`config.mk`:
```
export PLATFORM = sky130hd
export DESIGN_NAME = intel_hex_record_encoder
export DESIGN_NICKNAME = d
export VERILOG_FILES = /design/src/rtl/core/ihex_pkg.sv /design/src/rtl/core/ihex_front.sv /design/src/rtl/core/ihex_fifo.sv /design/src/rtl/core/ihex_back.sv /design/src/rtl/core/intel_hex_record_encoder.sv
export SDC_FILE = /design/constraint.sdc
export NUM_CORES = 1
export LEC_CHECK = 0
export ABC_CLOCK_PERIOD_IN_PS = 8500
export BUFFER_PORTS_ARGS = -buffer_cell sky130_fd_sc_hd__buf_2
export CORE_UTILIZATION = 50
export CTS_BUF_LIST = sky130_fd_sc_hd__clkbuf_4 sky130_fd_sc_hd__clkbuf_8
export CTS_CLUSTER_SIZE = 10
export DETAILED_ROUTE_END_ITERATION = 10
export PLACE_DENSITY = 0.65
export SETUP_SLACK_MARGIN = 0.4
export SLEW_MARGIN = 20
export SYNTH_ARGS = -nofsm -noshare
export SYNTH_HDL_FRONTEND = slang
export SYNTH_SLANG_ARGS = --single-unit
```
`constraint.sdc`:
```
create_clock -name clk_i -period 8.5 [get_ports clk_i]
set_input_delay 0.425 -clock clk_i [delete_from_list [all_inputs] [get_ports clk_i]]
set_output_delay 0.425 -clock clk_i [all_outputs]
set_load 0.02 [all_outputs]
```
`src/rtl/core/ihex_pkg.sv`:
```
`timescale 1ns / 1ps
// ----------------------------------------------------------------------------
// ihex_pkg
// Shared types and constants of the Intel HEX record encoder.
// ----------------------------------------------------------------------------
package ihex_pkg;

  // record and field widths
  localparam int unsigned ByteW   = 8;
  localparam int unsigned OffsetW = 16;
  localparam int unsigned CharW   = 7;

  // defaults for the top level parameters
  localparam int unsigned RecordBytesDefault = 16;
  localparam int unsigned QueueDepthDefault  = 2;

  // one classified image word, handed from the front to the back
  typedef struct packed {
    logic [ByteW-1:0]   data;
    logic               open;      // header comes first
    logic [ByteW-1:0]   rec_len;
    logic [OffsetW-1:0] offset;
    logic               close;     // checksum and newline follow
    logic [ByteW-1:0]   checksum;
    logic               final_rec; // end-of-file record follows
  } cmd_t;

endpackage

```
`src/rtl/core/ihex_front.sv`:
```
`timescale 1ns / 1ps
// ----------------------------------------------------------------------------
// ihex_front
// Accepts image words, tracks offset, record fill and checksum, and builds
// one command per word for the character sequencer.
// ----------------------------------------------------------------------------
module ihex_front #(
  parameter int unsigned RecordBytes = ihex_pkg::RecordBytesDefault
) (
  input  logic                         clk_i,
  input  logic                         rst_ni,
  input  logic                         cfg_we_i,
  input  logic [ihex_pkg::OffsetW-1:0] cfg_data_i,
  input  logic                         accept_i,
  input  logic [ihex_pkg::ByteW-1:0]   data_byte_i,
  output ihex_pkg::cmd_t               cmd_o
);
  import ihex_pkg::*;

  localparam logic [OffsetW-1:0] RecBytesW = OffsetW'(RecordBytes);
  localparam logic [ByteW-1:0]   RecBytesB = ByteW'(RecordBytes);

  logic [OffsetW-1:0] image_length_q;
  logic [OffsetW-1:0] offset_q, offset_d;
  logic [ByteW-1:0]   sum_q, sum_d;
  logic [ByteW-1:0]   pos_q, pos_d;
  logic [ByteW-1:0]   len_q, len_d;

  logic               open;
  logic [OffsetW-1:0] remaining;
  logic [ByteW-1:0]   new_len;
  logic [ByteW-1:0]   rec_len;
  logic [ByteW-1:0]   base_sum;
  logic [ByteW-1:0]   sum_new;
  logic [ByteW-1:0]   pos_new;
  logic [OffsetW-1:0] offset_inc;
  logic               final_rec;
  logic               close;

  // classify the incoming word
  always_comb begin
    open       = (pos_q == '0);
    remaining  = image_length_q - offset_q;
    if ((remaining == '0) || (remaining > RecBytesW)) begin
      new_len = RecBytesB;
    end else begin
      new_len = remaining[ByteW-1:0];
    end
    rec_len    = open ? new_len : len_q;
    base_sum   = open ? (new_len + offset_q[OffsetW-1:ByteW] + offset_q[ByteW-1:0]) : sum_q;
    sum_new    = base_sum + data_byte_i;
    pos_new    = pos_q + 1'b1;
    offset_inc = offset_q + 1'b1;
    final_rec  = (offset_inc == image_length_q);
    close      = final_rec || (pos_new == rec_len);

    offset_d = final_rec ? '0 : offset_inc;
    pos_d    = close ? '0 : pos_new;
    sum_d    = close ? '0 : sum_new;
    len_d    = final_rec ? '0 : rec_len;
  end

  // command for the back end
  always_comb begin
    cmd_o.data      = data_byte_i;
    cmd_o.open      = open;
    cmd_o.rec_len   = rec_len;
    cmd_o.offset    = offset_q;
    cmd_o.close     = close;
    cmd_o.checksum  = ByteW'(0) - sum_new;
    cmd_o.final_rec = final_rec;
  end

  // length register
  always_ff @(posedge clk_i or negedge rst_ni) begin
    if (!rst_ni) begin
      image_length_q <= OffsetW'(1);
    end else if (cfg_we_i) begin
      image_length_q <= cfg_data_i;
    end
  end

  // record tracking state
  always_ff @(posedge clk_i or negedge rst_ni) begin
    if (!rst_ni) begin
      offset_q <= '0;
      sum_q    <= '0;
      pos_q    <= '0;
      len_q    <= '0;
    end else if (accept_i) begin
      offset_q <= offset_d;
      sum_q    <= sum_d;
      pos_q    <= pos_d;
      len_q    <= len_d;
    end
  end

endmodule

```
`src/rtl/core/ihex_fifo.sv`:
```
`timescale 1ns / 1ps
// ----------------------------------------------------------------------------
// ihex_fifo
// Short command queue between the front end and the character sequencer.
// ----------------------------------------------------------------------------
module ihex_fifo #(
  parameter int unsigned Depth = ihex_pkg::QueueDepthDefault
) (
  input  logic           clk_i,
  input  logic           rst_ni,
  input  logic           push_i,
  input  ihex_pkg::cmd_t push_cmd_i,
  input  logic           pop_i,
  output logic           full_o,
  output logic           empty_o,
  output ihex_pkg::cmd_t head_o
);
  import ihex_pkg::*;

  localparam int unsigned PtrW = (Depth > 1) ? $clog2(Depth) : 1;
  localparam int unsigned CntW = $clog2(Depth + 1);

  cmd_t            mem_q [Depth];
  logic [PtrW-1:0] wr_ptr_q, wr_ptr_d;
  logic [PtrW-1:0] rd_ptr_q, rd_ptr_d;
  logic [CntW-1:0] count_q, count_d;

  assign full_o  = (count_q == CntW'(Depth));
  assign empty_o = (count_q == '0);
  assign head_o  = mem_q[rd_ptr_q];

  // pointer and fill bookkeeping
  always_comb begin
    wr_ptr_d = wr_ptr_q;
    rd_ptr_d = rd_ptr_q;
    count_d  = count_q;
    if (push_i) begin
      wr_ptr_d = (wr_ptr_q == PtrW'(Depth - 1)) ? '0 : wr_ptr_q + 1'b1;
    end
    if (pop_i) begin
      rd_ptr_d = (rd_ptr_q == PtrW'(Depth - 1)) ? '0 : rd_ptr_q + 1'b1;
    end
    if (push_i && !pop_i) begin
      count_d = count_q + 1'b1;
    end else if (pop_i && !push_i) begin
      count_d = count_q - 1'b1;
    end
  end

  always_ff @(posedge clk_i or negedge rst_ni) begin
    if (!rst_ni) begin
      wr_ptr_q <= '0;
      rd_ptr_q <= '0;
      count_q  <= '0;
    end else begin
      wr_ptr_q <= wr_ptr_d;
      rd_ptr_q <= rd_ptr_d;
      count_q  <= count_d;
    end
  end

  // storage
  always_ff @(posedge clk_i) begin
    if (push_i) begin
      mem_q[wr_ptr_q] <= push_cmd_i;
    end
  end

endmodule

```
`src/rtl/core/ihex_back.sv`:
```
`timescale 1ns / 1ps
// ----------------------------------------------------------------------------
// ihex_back
// Character sequencer: walks each command through header, data, checksum
// and end-of-file characters into a registered output word.
// ----------------------------------------------------------------------------
module ihex_back (
  input  logic                       clk_i,
  input  logic                       rst_ni,
  input  logic                       head_valid_i,
  input  ihex_pkg::cmd_t             head_i,
  output logic                       pop_o,
  output logic                       out_valid_o,
  input  logic                       out_stall_i,
  output logic [ihex_pkg::CharW-1:0] text_char_o,
  output logic                       last_of_run_o,
  output logic                       end_of_file_o
);
  import ihex_pkg::*;

  localparam int unsigned PosW = 5;

  // character positions within the longest run
  localparam logic [PosW-1:0] PosColon  = 5'd0;
  localparam logic [PosW-1:0] PosLenHi  = 5'd1;
  localparam logic [PosW-1:0] PosLenLo  = 5'd2;
  localparam logic [PosW-1:0] PosOff3   = 5'd3;
  localparam logic [PosW-1:0] PosOff2   = 5'd4;
  localparam logic [PosW-1:0] PosOff1   = 5'd5;
  localparam logic [PosW-1:0] PosOff0   = 5'd6;
  localparam logic [PosW-1:0] PosType1  = 5'd7;
  localparam logic [PosW-1:0] PosType0  = 5'd8;
  localparam logic [PosW-1:0] PosDataHi = 5'd9;
  localparam logic [PosW-1:0] PosDataLo = 5'd10;
  localparam logic [PosW-1:0] PosSumHi  = 5'd11;
  localparam logic [PosW-1:0] PosSumLo  = 5'd12;
  localparam logic [PosW-1:0] PosNl     = 5'd13;
  localparam logic [PosW-1:0] PosEofCol = 5'd14;
  localparam logic [PosW-1:0] PosEofZ0  = 5'd15;
  localparam logic [PosW-1:0] PosEofZ6  = 5'd21;
  localparam logic [PosW-1:0] PosEofOne = 5'd22;
  localparam logic [PosW-1:0] PosEofF0  = 5'd23;
  localparam logic [PosW-1:0] PosEofF1  = 5'd24;
  localparam logic [PosW-1:0] PosEofNl  = 5'd25;

  localparam logic [CharW-1:0] ChColon = 7'h3a;
  localparam logic [CharW-1:0] ChZero  = 7'h30;
  localparam logic [CharW-1:0] ChOne   = 7'h31;
  localparam logic [CharW-1:0] ChUpF   = 7'h46;
  localparam logic [CharW-1:0] ChNl    = 7'h0a;
  localparam logic [CharW-1:0] ChAlpha = 7'h57; // 'a' less ten

  function automatic logic [CharW-1:0] hex_char(input logic [3:0] v);
    return (v < 4'd10) ? (ChZero + CharW'(v)) : (ChAlpha + CharW'(v));
  endfunction

  logic            active_q;
  logic [PosW-1:0] pos_q;
  logic [PosW-1:0] cur_pos;
  logic            advance;
  logic [CharW-1:0] ch;
  logic            last;
  logic            eof;

  logic             out_valid_q;
  logic [CharW-1:0] char_q;
  logic             last_q;
  logic             eof_q;

  assign advance = !out_valid_q || !out_stall_i;
  assign cur_pos = active_q ? pos_q : (head_i.open ? PosColon : PosDataHi);
  assign pop_o   = advance && head_valid_i && last;

  // character select
  always_comb begin
    unique case (cur_pos) inside
      PosColon:              ch = ChColon;
      PosLenHi:              ch = hex_char(head_i.rec_len[7:4]);
      PosLenLo:              ch = hex_char(head_i.rec_len[3:0]);
      PosOff3:               ch = hex_char(head_i.offset[15:12]);
      PosOff2:               ch = hex_char(head_i.offset[11:8]);
      PosOff1:               ch = hex_char(head_i.offset[7:4]);
      PosOff0:               ch = hex_char(head_i.offset[3:0]);
      PosType1, PosType0:    ch = ChZero;
      PosDataHi:             ch = hex_char(head_i.data[7:4]);
      PosDataLo:             ch = hex_char(head_i.data[3:0]);
      PosSumHi:              ch = hex_char(head_i.checksum[7:4]);
      PosSumLo:              ch = hex_char(head_i.checksum[3:0]);
      PosNl, PosEofNl:       ch = ChNl;
      PosEofCol:             ch = ChColon;
      [PosEofZ0:PosEofZ6]:   ch = ChZero;
      PosEofOne:             ch = ChOne;
      PosEofF0, PosEofF1:    ch = ChUpF;
      default:               ch = ChZero;
    endcase
    last = ((cur_pos == PosDataLo) && !head_i.close) ||
           ((cur_pos == PosNl) && !head_i.final_rec) ||
           (cur_pos == PosEofNl);
    eof  = (cur_pos == PosEofNl);
  end

  // sequencer position
  always_ff @(posedge clk_i or negedge rst_ni) begin
    if (!rst_ni) begin
      active_q <= 1'b0;
      pos_q    <= '0;
    end else if (advance && head_valid_i) begin
      active_q <= !last;
      pos_q    <= cur_pos + 1'b1;
    end
  end

  // output word register
  always_ff @(posedge clk_i or negedge rst_ni) begin
    if (!rst_ni) begin
      out_valid_q <= 1'b0;
    end else if (advance) begin
      out_valid_q <= head_valid_i;
    end
  end

  always_ff @(posedge clk_i) begin
    if (advance && head_valid_i) begin
      char_q <= ch;
      last_q <= last;
      eof_q  <= eof;
    end
  end

  assign out_valid_o   = out_valid_q;
  assign text_char_o   = char_q;
  assign last_of_run_o = last_q;
  assign end_of_file_o = eof_q;

endmodule

```
`src/rtl/core/intel_hex_record_encoder.sv`:
```
`timescale 1ns / 1ps
// first character of a word passes the command queue and then the output register
// throughput: one character per cycle while the output is not stalled, 2 to 26
//   characters per input word, set by the character sequencer
// input stalls only when the command queue is full
// reset clears offset, checksum and record state, queue and output; length reads 1
// ----------------------------------------------------------------------------
// intel_hex_record_encoder
// Intel HEX data record encoder: image words in, lower case hex text out,
// followed by the end-of-file record (with upper case FF) after the final word.
// ----------------------------------------------------------------------------
module intel_hex_record_encoder #(
  parameter int unsigned RecordBytes = ihex_pkg::RecordBytesDefault,
  parameter int unsigned QueueDepth  = ihex_pkg::QueueDepthDefault
) (
  input  logic                         clk_i,
  input  logic                         rst_ni,
  input  logic                         cfg_we_i,
  input  logic [ihex_pkg::OffsetW-1:0] cfg_data_i,
  input  logic                         in_valid_i,
  output logic                         in_stall_o,
  input  logic [ihex_pkg::ByteW-1:0]   data_byte_i,
  output logic                         out_valid_o,
  input  logic                         out_stall_i,
  output logic [ihex_pkg::CharW-1:0]   text_char_o,
  output logic                         last_of_run_o,
  output logic                         end_of_file_o
);
  import ihex_pkg::*;

  logic accept;
  logic full;
  logic empty;
  logic pop;
  cmd_t cmd;
  cmd_t head;

  assign in_stall_o = full;
  assign accept     = in_valid_i && !full;

  // front end: classify words
  ihex_front #(
    .RecordBytes(RecordBytes)
  ) u_front (
    .clk_i      (clk_i),
    .rst_ni     (rst_ni),
    .cfg_we_i   (cfg_we_i),
    .cfg_data_i (cfg_data_i),
    .accept_i   (accept),
    .data_byte_i(data_byte_i),
    .cmd_o      (cmd)
  );

  // command queue
  ihex_fifo #(
    .Depth(QueueDepth)
  ) u_fifo (
    .clk_i     (clk_i),
    .rst_ni    (rst_ni),
    .push_i    (accept),
    .push_cmd_i(cmd),
    .pop_i     (pop),
    .full_o    (full),
    .empty_o   (empty),
    .head_o    (head)
  );

  // back end: emit characters
  ihex_back u_back (
    .clk_i        (clk_i),
    .rst_ni       (rst_ni),
    .head_valid_i (!empty),
    .head_i       (head),
    .pop_o        (pop),
    .out_valid_o  (out_valid_o),
    .out_stall_i  (out_stall_i),
    .text_char_o  (text_char_o),
    .last_of_run_o(last_of_run_o),
    .end_of_file_o(end_of_file_o)
  );

endmodule
```
==> results of run 1 <==
flip-flops by register name, indices dropped and copies added, names as in the netlist, 2 cells and up:
name,flops
u_back.text_char_o,7
u_front.image_length_q,16
u_front.pos_q,8
u_fifo.count_q,2
u_fifo.mem_q,86
u_front.offset_q,16
u_front.len_q,8
u_front.sum_q,8
u_back.pos_q,5
layer usage:
| layer | global-route usage, % | share of wire, % |
|---|---|---|
| met1 | 34.10 | 46 |
| met2 | 41.17 | 47 |
| met3 | 4.607 | 4.0 |
| met4 | 10.58 | 3.2 |
| met5 | 0 | 0 |
cell families after synthesis:
family                     synth area share, %
AOI/OAI and AO/OA                        16.19
xor gates and xnor gates                 7.204
adders and majority gates                7.732
buffers and inverters                    3.522
DFF                                      44.44
muxes                                    5.547
other                                  0.03678
and+or+nand+nor                          15.33
stage by stage:
step | utilization [%] | hold WS [ps]
floorplan | - | 129.4
global placement | 53.91 | 466.0
detailed placement | 53.91 | 469.6
CTS | 56.01 | 138.5
global route | 56.01 | 150.5
finish | 56.01 | 146.3
layout by cell type, fill, tap and decap left out, types with 13 or more instances in the layout:
cell,synthesis,layout
nor2_1,38,36
clkbuf_8,0,17
nand2_1,130,130
dfrtp_1,66,65
buf_2,5,39
nor3_1,15,15
edfxtp_1,95,95
nand2b_1,13,13
a21oi_1,61,61
inv_1,47,47
xor2_1,29,29
mux2i_1,34,34
o22ai_1,26,26
o21ai_0,71,71
xnor2_1,53,53
mux2_2,20,20
nand3_1,37,37
ha_1,47,47
power groups by stage:
stage | clock, mW | sequential (mW) | combinational (mW)
after CTS | 0.608 | 1.33 | 2.03
final | 0.592 | 1.33 | 2.03
after global routing | 0.638 | 1.36 | 2.26
after detailed placement | 0 | 1.34 | 2.02
after floorplan | 0 | 1.32 | 1.50
after global placement | 0 | 1.33 | 1.98
critical path, cell delays in order (launching register included):
cell and delay (ps):
dfrtp_1 540, inv_1 90, ha_1 420, a21oi_1 330
o221ai_1 170, a211oi_1 410, mux2i_1 270, nand4b_1 160
or3_4 380, or3_1 370, fa_1 500, inv_1 40
ha_1 210, fa_1 440, nand2_1 70, nand2_1 60
ha_1 320, a21o_1 170, a21oi_1 210, xnor2_1 130
or2_2 310, nor4_1 330, nand2_1 90, nor2_1 120
xor2_1 190
area by class of cell:
class                   instances  area, sq um
clock buffers                  17        234.0
fillers                      1753         8673
flip-flops and latches        162         4532
multi-input cells             769         5324
well taps                     265        331.6
repair buffers                 47        255.2
clock inverters                15        180.2
inverters                      50        187.7
worst paths after layout:
kind	startpoint	cells past startpoint	to	slack, ps
min reg2reg	u_back.out_valid_o$_DFFE_PN0N_	2	u_back.out_valid_o$_DFFE_PN0N_	490
max	u_front.offset_q[7]$_DFFE_PN0P_	24	u_fifo.mem_q[1][8]$_DFFE_PP_	2020
max in group asynchronous	rst_ni	2	u_front.image_length_q[8]$_DFFE_PN0P_	7660
min	rst_ni	2	u_fifo.count_q[1]$_DFFE_PN0P_	150
min in group clk_i	out_stall_i	3	u_back.out_valid_o$_DFFE_PN0N_	170
max reg2reg	u_front.offset_q[7]$_DFFE_PN0P_	24	u_fifo.mem_q[1][8]$_DFFE_PP_	2020
==> results by group, run 1 <==
Global route
  – Vias in the first global route: approximately 7.5k
  – Grt total ovfl: 0
  – Initial antenna violation count: 0
  – Largest net degree at the start of global routing: 68
  – Global Route Usage Sum: around a quarter
  – Global-route wire length before repair: 40.25 mm

Logic synthesis
  – Top post-synthesis cells by count: nand2_1, edfxtp_1, o21ai_0, dfrtp_1, a21oi_1
  – Avg Cell Area, Syn: 10.00 sq um
  – Cell count after synthesis: about 1.0k
  – Top-count cell post-synth: nand2_1
  – Synth Flop Type: edfxtp_1
  – Post-synthesis sequential area ratio: between 40% and 50%
  – Synthesis-stage register bit count: around 160
  – Area contributors post-synth: edfxtp_1, dfrtp_1, ha_1
  – Warnings from Yosys: 0
  – EDFF count, synth: 95
  – Post-synth top area share: between 20% and 30%
  – Yosys top cell by area: edfxtp_1
  – Synth async-reset ratio: 41.36%
  – Synth Cell Area: just over 10000 sq um
  – Yosys cell types: 80

Cells and area
  – Area grow syn2layout: 8.333%
  – Layout cells sized above 1: 11.51%
  – Post-route cell area: around 11000 sq um
  – N_diodes: 0
  – Final #Nets: 1133
  – Final cell count without fillers: about 1.3k

Setup path
  – CP Max Fanout: 11
  – CP required: approximately 8800 ps
  – Kind of critical path: reg -> reg
  – CP endpoint kind: flop
  – Startpoint Class: flop
  – Worst Path Arrival: 6780 ps

Timing
  – RSZ-0062 raised after global routing: no
  – Period utilization: roughly 76%
  – Total negative setup slack: 0 ps
  – Clock Skews: ~13 ps
  – Final setup viols: 0
  – Worst slew margin: a little over a third
  – Endpoints failing hold: 0
  – Final setup margin: around 2000 ps
  – Post-layout min period: ~6500 ps
  – Final max-slew violation count: 0
  – Worst-Margin Slew: around 960 ps
  – FMAX: ~150 MHz

Floorplanning
  – Chip Width: around 140 microns
  – Die area: about 21000 sq um
  – Initial Util: between 50% and 60%
  – I/O pin total: 40
  – Die Ht: between 100 and 150 microns
  – Rows: between 50 and 60
  – Core area: approximately 20000 sq um

Power and ir drop
  – Int Pwr: 2.219 mW
  – Logic pwr share: between 50% and 60%
  – Power Dens Cells: approximately 360 nW/um^2
  – Clock power frac: roughly 15%
  – Net Sw Power: around 1.7 mW
  – Total power: ~4.0 mW
  – Flop pwr share: roughly a third
  – VDD IR max: roughly 190 uV
  – Sw Share: ~44%
  – P_leak: about 4.3 nW

Clock network
  – Setup bufs post-CTS: 0
  – Max H-tree Level: 4
  – Clock Latency Late Sink: 450 ps
  – CTS resizes: 0
  – Post-CTS Hold Fix Bufs: 0
  – CTS tree: yes
  – Root buffer cell: clkbuf_8
  – Reg clk slew, reported paths: roughly 90 ps
  – Clock Sinks: approximately 160
  – CTS buffer count: 17
  – Clock tree buffer depth: 2

Place
  – Placed Area: 10630 sq um
  – Setup Slack @ Placement: approximately 2100 ps
  – Port Buffers: 39
  – Placer Congestion: approximately 0.94
  – Placed cells: ~1.3k
  – Detail Placement HPWL: ~19 mm

Routing
  – Detailed Routing Iterations Pass 1: 5
  – Vias post-DR: 7849
  – Initial DRC count: ~490
  – Mean routed wirelength per cell: 18.91 microns
  – Post-Route WL: about 25 mm
  – DRC violations left: 0
  – Post-DR vias/cell: roughly 6
  – Detail Route Antenna Nets: 0

Outcome
  – Outcome: completed

Min path
  – Worst min-delay path category: in -> async

Run
  – Max-Cap Viols: 0
(Power assumes the default switching activity.)
==> run 2: changes to the inputs <==
--- a/config.mk
+++ b/config.mk
@@ -5,13 +5,13 @@
 export SDC_FILE = /design/constraint.sdc
 export NUM_CORES = 1
 export LEC_CHECK = 0
-export ABC_CLOCK_PERIOD_IN_PS = 8500
+export ABC_CLOCK_PERIOD_IN_PS = 5940
 export BUFFER_PORTS_ARGS = -buffer_cell sky130_fd_sc_hd__buf_2
 export CORE_UTILIZATION = 50
 export CTS_BUF_LIST = sky130_fd_sc_hd__clkbuf_4 sky130_fd_sc_hd__clkbuf_8
 export CTS_CLUSTER_SIZE = 10
 export DETAILED_ROUTE_END_ITERATION = 10
-export PLACE_DENSITY = 0.65
+export PLACE_DENSITY = 0.67
 export SETUP_SLACK_MARGIN = 0.4
 export SLEW_MARGIN = 20
 export SYNTH_ARGS = -nofsm -noshare
==> constraint.sdc (replaced) <==
create_clock -name clk_i -period 5.94 [get_ports clk_i]
set_input_delay 0.297 -clock clk_i [delete_from_list [all_inputs] [get_ports clk_i]]
set_output_delay 0.297 -clock clk_i [all_outputs]
set_load 0.02 [all_outputs]
==> run 2 against run 1 <==
Effect of this change:
- final cell count grew 2.6%
- worst hold slack lost 150 ps
- combinational power grew 61%
- setup slack lost 1900 ps
- count of clock-buffer cells in the layout grew 2
- fmax grew 12%
- die area is the same
- core utilization grew 2.2 points
- global-route usage grew 0.20 points
- via count grew 2.0%
- critical path type unchanged
- critical endpoint unchanged
==> results by group, run 2 (same netlist as run 1, synthesis figures left out) <==
Floorplanning
  – Rows: 51 (unchanged)
  – Die area: 20960 sq um (unchanged)
  – Initial Util: 51.70% (unchanged)
  – Chip Width: 144.8 microns (unchanged)
  – Die Ht: 144.8 microns (unchanged)
  – Core area: 19720 sq um (unchanged)
  – I/O pin total: 40 (unchanged)

Setup path
  – Top Family by Delay on Critical Path: adder cells
  – Critical path's largest stage delay: 530 ps (about the same)
  – Buffers & Inverters on Critical Path: 2 (unchanged)
  – Startpoint Class: flop
  – CP endpoint kind: flop
  – Kind of critical path: reg -> reg
  – CP Max Fanout: 4 (-7)
  – Worst Path Arrival: 6100 ps (-680 ps)
  – CP max stage cell: dfstp_2
  – CP required: 6260 ps (-2540 ps)

Clock network
  – Root buffer cell: clkbuf_8
  – Max H-tree Level: 4 (unchanged)
  – Clock tree buffer depth: 2 (unchanged)
  – CTS buffer count: 17 (unchanged)
  – Clock Latency Late Sink: 480 ps (+30 ps)
  – Reg clk slew, reported paths: 100 ps (about the same)
  – Post-CTS Hold Fix Bufs: 0 (unchanged)
  – Clock Sinks: 162 (unchanged)
  – CTS tree: yes

Cells and area
  – Commonest non-fill, non-tap cell in the layout: nand2_1
  – Final cell count without fillers: 1359 (+2.6%)
  – Final Core Density: 58.21% (+2.2 points)
  – Largest regs: u_fifo.mem_q: 86 flops, u_front.image_length_q: 16 flops, u_front.offset_q: 16 flops
  – Largest Register: u_fifo.mem_q
  – Final #Nets: 1167 (+3.0%)
  – N_diodes: 0 (unchanged)
  – Layout cells sized above 1: 18.10% (+6.6 points)
  – Max reg flops: 86 (unchanged)
  – Area grow syn2layout: 12.58%
  – Most frequent cells in the layout: nand2_1, edfxtp_1, o21ai_0, dfrtp_1, a21oi_1
  – Fillers: 1680 (-4.2%)

Power and ir drop
  – Clock power frac: 13.0% (-2.0 points)
  – VDD IR max: 248.9 uV (+34%)
  – Logic pwr share: 55.3% (+3.8 points)
  – Sw Share: 44.28% (+0.42 points)
  – Total power: 5.903 mW (+49%)
  – Power Dens Cells: 514.3 nW/um^2 (+44%)
  – Net Sw Power: 2.614 mW (+51%)
  – P_leak: 4.509 nW (+3.8%)
  – Int Pwr: 3.289 mW (+48%)
  – Flop pwr share: 31.8% (-1.8 points)

Timing
  – Clock Skews: 13.11 ps (+0.1964 ps)
  – Period utilization: 97.35% (+21 points)
  – Endpoints failing hold: 0 (unchanged)
  – FMAX: 172.9 MHz (+12%)
  – Final setup margin: 157.7 ps (-1862 ps)
  – Final setup viols: 0 (unchanged)
  – Worst-Margin Slew: 920.5 ps (-39.50 ps)
  – Post-layout min period: 5782 ps (-697.8 ps)
  – RSZ-0062 raised after global routing: yes
  – Final max-slew violation count: 0 (unchanged)
  – Worst slew margin: 38.63% (+2.9 points)

Routing
  – Initial DRC count: 472 (-3.3%)
  – DRC violations left: 0 (unchanged)
  – Post-Route WL: 25.48 mm (+1.7%)
  – Post-DR vias/cell: 5.890 (-0.58%)
  – Detail Route Antenna Nets: 0 (unchanged)
  – Mean routed wirelength per cell: 18.75 microns (-0.87%)
  – Vias post-DR: 8004 (+2.0%)
  – Detailed Routing Iterations Pass 1: 5 (unchanged)

Place
  – Placed cells: 1316 (+1.8%)
  – Detail Placement HPWL: 19.08 mm (+2.2%)
  – Port Buffers: 39 (unchanged)
  – Setup Slack @ Placement: 114.9 ps (-1977 ps)
  – Placer Congestion: 0.9412 (+0.56%)

Outcome
  – Outcome: completed

Global route
  – Global-route wire length before repair: 40.29 mm (about the same)
  – Initial antenna violation count: 0 (unchanged)
  – Largest net degree at the start of global routing: 68 (unchanged)
  – Grt total ovfl: 0 (unchanged)
  – Vias in the first global route: 7633 (+1.8%)
  – Global Route Usage Sum: 25.82% (+0.20 points)

Min path
  – Worst min-delay path category: in -> async

Run
  – Max-Cap Viols: 0 (unchanged)
==> run 2: per-stage QoR <==
step	instance area (sq um)	TNS (ps)	hold WS (ps)
floorplan	10270	0	1.409
global placement	10870	0	462.9
detailed placement	10870	0	488.8
CTS	11370	0	10.06
global route	11480	-509.0	13.55
finish	11480	0	0.6137
==> run 2: final cells by class <==
cell class              count  area (sq um)  area share [%]
multi-input cells         769          5542           48.28
flip-flops and latches    162          4538           39.54
repair buffers             81         514.2           4.481
well taps                 265         331.6           2.889
clock buffers              19         249.0           2.169
inverters                  50         187.7           1.635
clock inverters            13         115.1           1.003
==> run 2: worst paths after layout <==
path / startpoint / endpoint / slack (ps) / cells past startpoint
setup reg to reg: u_front.image_length_q[0]$_DFFE_PN1P_ / u_fifo.mem_q[1][8]$_DFFE_PP_ / 160 / 25
max in group asynchronous: rst_ni / u_front.image_length_q[10]$_DFFE_PN0P_ / 5240 / 2
hold reg to reg: u_front.len_q[7]$_DFFE_PN0P_ / u_front.len_q[7]$_DFFE_PN0P_ / 510 / 1
min in group clk_i: cfg_data_i[1] / u_front.image_length_q[1]$_DFFE_PN0P_ / 30 / 3
setup / recovery: u_front.image_length_q[0]$_DFFE_PN1P_ / u_fifo.mem_q[1][8]$_DFFE_PP_ / 160 / 25
hold / removal: rst_ni / u_fifo.count_q[0]$_DFFE_PN0P_ / 0.6 / 2
==> run 2: repair_timing <==
action / in CTS / in global routing
gates resized for setup: 16 / 19
setup buffers: 8 / 3
endpoints found under the setup margin: 12 / 14
pin swaps: 5 / 5
==> run 2: power groups by stage <==
| stage | Combinational (mW) | Sequential (mW) | Clock [mW] |
|---|---|---|---|
| 2_1_floorplan | 2.21 | 1.89 | 0 |
| 3_3_place_gp | 2.98 | 1.88 | 0 |
| 3_5_place_dp | 3.02 | 1.89 | 0 |
| 4_1_cts | 3.16 | 1.87 | 0.784 |
| 5_1_grt | 3.58 | 1.92 | 0.831 |
| 6_report | 3.26 | 1.88 | 0.766 |
==> run 2: worst reg2reg max path: stages (launching register included) <==
cell      delay [ps]
dfstp_2          530
inv_2             40
ha_4             150
fa_2             410
nor2b_4          150
o22a_1           250
xor2_2           220
xnor2_1          190
nand4b_1         190
or3_4            380
or3_4            340
fa_1             490
inv_1             40
ha_2             190
fa_2             510
nand2_1           60
nand2_2           80
ha_4             200
a21o_1           160
a21oi_2          170
xnor2_1          100
or2_4            270
nor4_4           150
nand2_1          100
nor2_2           100
xor2_1           180
==> run 2: routing by layer <==
| metal | part of all wire (%) | GRT usage, % | vias to the layer above |
|---|---|---|---|
| li1 | - | - | 3864 |
| met1 | 44 | 33.59 | 3864 |
| met2 | 48 | 42.46 | 224 |
| met3 | 4.8 | 5.298 | 52 |
| met4 | 3.0 | 9.474 | 0 |
| met5 | 0 | 0 | - |
==> run 3: changes to the inputs <==
--- a/config.mk
+++ b/config.mk
@@ -12,6 +12,7 @@
 export CTS_CLUSTER_SIZE = 10
 export DETAILED_ROUTE_END_ITERATION = 10
 export PLACE_DENSITY = 0.67
+export REMOVE_ABC_BUFFERS = 1
 export SETUP_SLACK_MARGIN = 0.4
 export SLEW_MARGIN = 20
 export SYNTH_ARGS = -nofsm -noshare
==> run 3 against run 2 <==
Effect of this change:
- worst hold slack improved by 17 ps
- via count grew 1.4%
- sequential power barely moved
- clock skew increased by 9.5 ps
- setup slack worse by 51 ps
- routed wire length is 1.6% lower
- register-to-register slack got worse by 50 ps
- critical endpoint is now u_fifo.mem_q[0][8]$_DFFE_PP_
- largest power group unchanged
==> results by group, run 3 (same netlist as run 1, synthesis figures left out) <==
Timing
  – Endpoints failing hold: 0 (unchanged)
  – Worst slew margin: 35.98% (-2.7 points)
  – Final max-slew violation count: 0 (unchanged)
  – Worst-Margin Slew: 960.3 ps (+39.77 ps)
  – RSZ-0062 raised after global routing: yes
  – FMAX: 171.4 MHz (-0.88%)
  – Clock Skews: 22.65 ps (+9.546 ps)
  – Final setup viols: 0 (unchanged)
  – Period utilization: 98.21% (+0.86 points)
  – Total negative setup slack: 0 ps (unchanged)
  – Post-layout min period: 5833 ps (+51.17 ps)

Clock network
  – CTS buffer count: 17 (unchanged)
  – Root buffer cell: clkbuf_8
  – Reg clk slew, reported paths: 110 ps (about the same)
  – Clock tree buffer depth: 2 (unchanged)
  – CTS tree: yes
  – Clock Latency Late Sink: 470 ps (about the same)
  – Clock Sinks: 162 (unchanged)
  – Max H-tree Level: 4 (unchanged)

Setup path
  – Startpoint Class: flop
  – Critical path's largest stage delay: 530 ps (about the same)
  – Top Family by Delay on Critical Path: adder cells
  – CP max stage cell: dfstp_2
  – CP endpoint kind: flop
  – FF-to-FF path depth: 25 (unchanged)
  – Reg2Reg Setup Slack: 110 ps (-50 ps)
  – Kind of critical path: reg -> reg
  – Worst Path Arrival: 6040 ps (-60 ps)
  – Beginning of the worst register-to-register path: u_front.image_length_q[0]$_DFFE_PN1P_
  – Buffers & Inverters on Critical Path: 2 (unchanged)
  – CP required: 6140 ps (-120 ps)
  – CP Max Fanout: 3 (-1)
  – Capture point of the worst reg-to-reg path: u_fifo.mem_q[0][8]$_DFFE_PP_

Routing
  – Mean routed wirelength per cell: 17.85 microns (-4.8%)
  – Detail Route Antenna Nets: 0 (unchanged)
  – Initial DRC count: 418 (-11%)
  – DRC violations left: 0 (unchanged)
  – Vias post-DR: 8117 (+1.4%)
  – Post-DR vias/cell: 5.781 (-1.8%)
  – Detailed Routing Iterations Pass 1: 5 (unchanged)
  – Post-Route WL: 25.06 mm (-1.6%)

Cells and area
  – Max reg flops: 86 (unchanged)
  – Final #Nets: 1212 (+3.9%)
  – Largest Register: u_fifo.mem_q
  – Commonest non-fill, non-tap cell in the layout: nand2_1
  – Most frequent cells in the layout: nand2_1, edfxtp_1, buf_4, o21ai_0, dfrtp_1
  – Largest regs: u_fifo.mem_q: 86 flops, u_front.image_length_q: 16 flops, u_front.offset_q: 16 flops
  – Area grow syn2layout: 16.54%
  – Layout cells sized above 1: 20.98% (+2.9 points)
  – Final cell count without fillers: 1404 (+3.3%)
  – Post-route cell area: 11880 sq um (+3.5%)
  – N_diodes: 0 (unchanged)

Place
  – Placed cells: 1363 (+3.6%)
  – Detail Placement HPWL: 18.84 mm (-1.3%)
  – Placed Area: 11160 sq um (+2.6%)
  – Placer Congestion: 0.9341 (-0.75%)
  – Port Buffers: 39 (unchanged)

Floorplanning
  – Die area: 20960 sq um (unchanged)
  – Rows: 51 (unchanged)
  – I/O pin total: 40 (unchanged)
  – Initial Util: 51.70% (unchanged)
  – Chip Width: 144.8 microns (unchanged)
  – Core area: 19720 sq um (unchanged)
  – Die Ht: 144.8 microns (unchanged)

Power and ir drop
  – P_leak: 4.788 nW (+6.2%)
  – Power Dens Cells: 524.0 nW/um^2 (+1.9%)
  – VDD IR max: 288.6 uV (+16%)

Global route
  – Largest net degree at the start of global routing: 68 (unchanged)
  – Global-route wire length before repair: 40.23 mm (-0.14%)
  – Grt total ovfl: 0 (unchanged)
  – Global Route Usage Sum: 25.58% (-0.24 points)
  – Vias in the first global route: 7762 (+1.7%)
  – Initial antenna violation count: 0 (unchanged)

Min path
  – Worst min-delay path category: in -> async

Run
  – Max-Cap Viols: 0 (unchanged)

Outcome
  – Outcome: completed
run 3: cell type report:
type	count	area, sq um
Clock inverter	15	180.2
Sequential cell	162	4532
Tap cell	265	331.6
Inverter	50	187.7
Multi-Input combinational cell	769	5557
Clock buffer	17	234.0
Fill cell	1646	7836
Timing Repair Buffer	126	859.6
run 3: power by group:
part / switching (mW) / internal, mW / leakage, nW / total [mW]
registers: 0.187 / 1.67 / 1.71 / 1.86
clock network: 0.463 / 0.395 / 0.215 / 0.858
logic: 2.04 / 1.47 / 2.86 / 3.51
total: 2.69 / 3.54 / 4.79 / 6.23
run 3: timing repair:
action / CTS / global route
buffers inserted: 2 / 7
endpoints found under the setup margin: 15 / 13
pin swaps: 12 / 4
hold endpoints to repair: 0 / 0
gates resized for setup: 30 / 22
hold buffers: 0 / 0
run 3: per-stage QoR:
step / hold slack (ps) / setup slack, ps / total power [mW] / utilization, %
2_1_floorplan: 1.409 / 4.618 / 4.000 / -
3_3_place_gp: 464.7 / -116.2 / 4.955 / 56.58
3_5_place_dp: 485.5 / -212.3 / 5.007 / 56.58
4_1_cts: 15.38 / 161.5 / 6.007 / 59.45
5_1_grt: 17.59 / -101.7 / 6.674 / 60.26
6_report: 17.56 / 106.5 / 6.226 / 60.26
run 3: worst register-to-register path, delay by kind of cell, from the launching register on:
kind            cells  cell delay, ps
flops               1             530
buf+inv             2              80
compound gates      5            1010
fa+ha+maj           6            1910
xor+xnor            2             190
simple gates       10            1840
run 3: worst max-delay path by stage:
stage / startpoint / to / cells past startpoint
after floorplan: u_front.offset_q[2]$_DFFE_PN0P_ / u_fifo.mem_q[0][8]$_DFFE_PP_ / 24
after global placement: u_front.image_length_q[0]$_DFFE_PN1P_ / u_fifo.mem_q[0][8]$_DFFE_PP_ / 25
after detailed placement: u_front.image_length_q[0]$_DFFE_PN1P_ / u_fifo.mem_q[0][8]$_DFFE_PP_ / 25
after CTS: u_front.image_length_q[0]$_DFFE_PN1P_ / u_fifo.mem_q[0][8]$_DFFE_PP_ / 25
after global routing: u_front.image_length_q[0]$_DFFE_PN1P_ / u_fifo.mem_q[0][8]$_DFFE_PP_ / 26
final: u_front.image_length_q[0]$_DFFE_PN1P_ / u_fifo.mem_q[0][8]$_DFFE_PP_ / 25
run 3: metal layers:
layer	wire length (microns)	vias up	track usage, %
li1	-	3951	-
met2	11920	200	41.73
met5	0	-	0
met1	11160	3911	33.41
met4	829	0	11.08
met3	1142	55	4.541
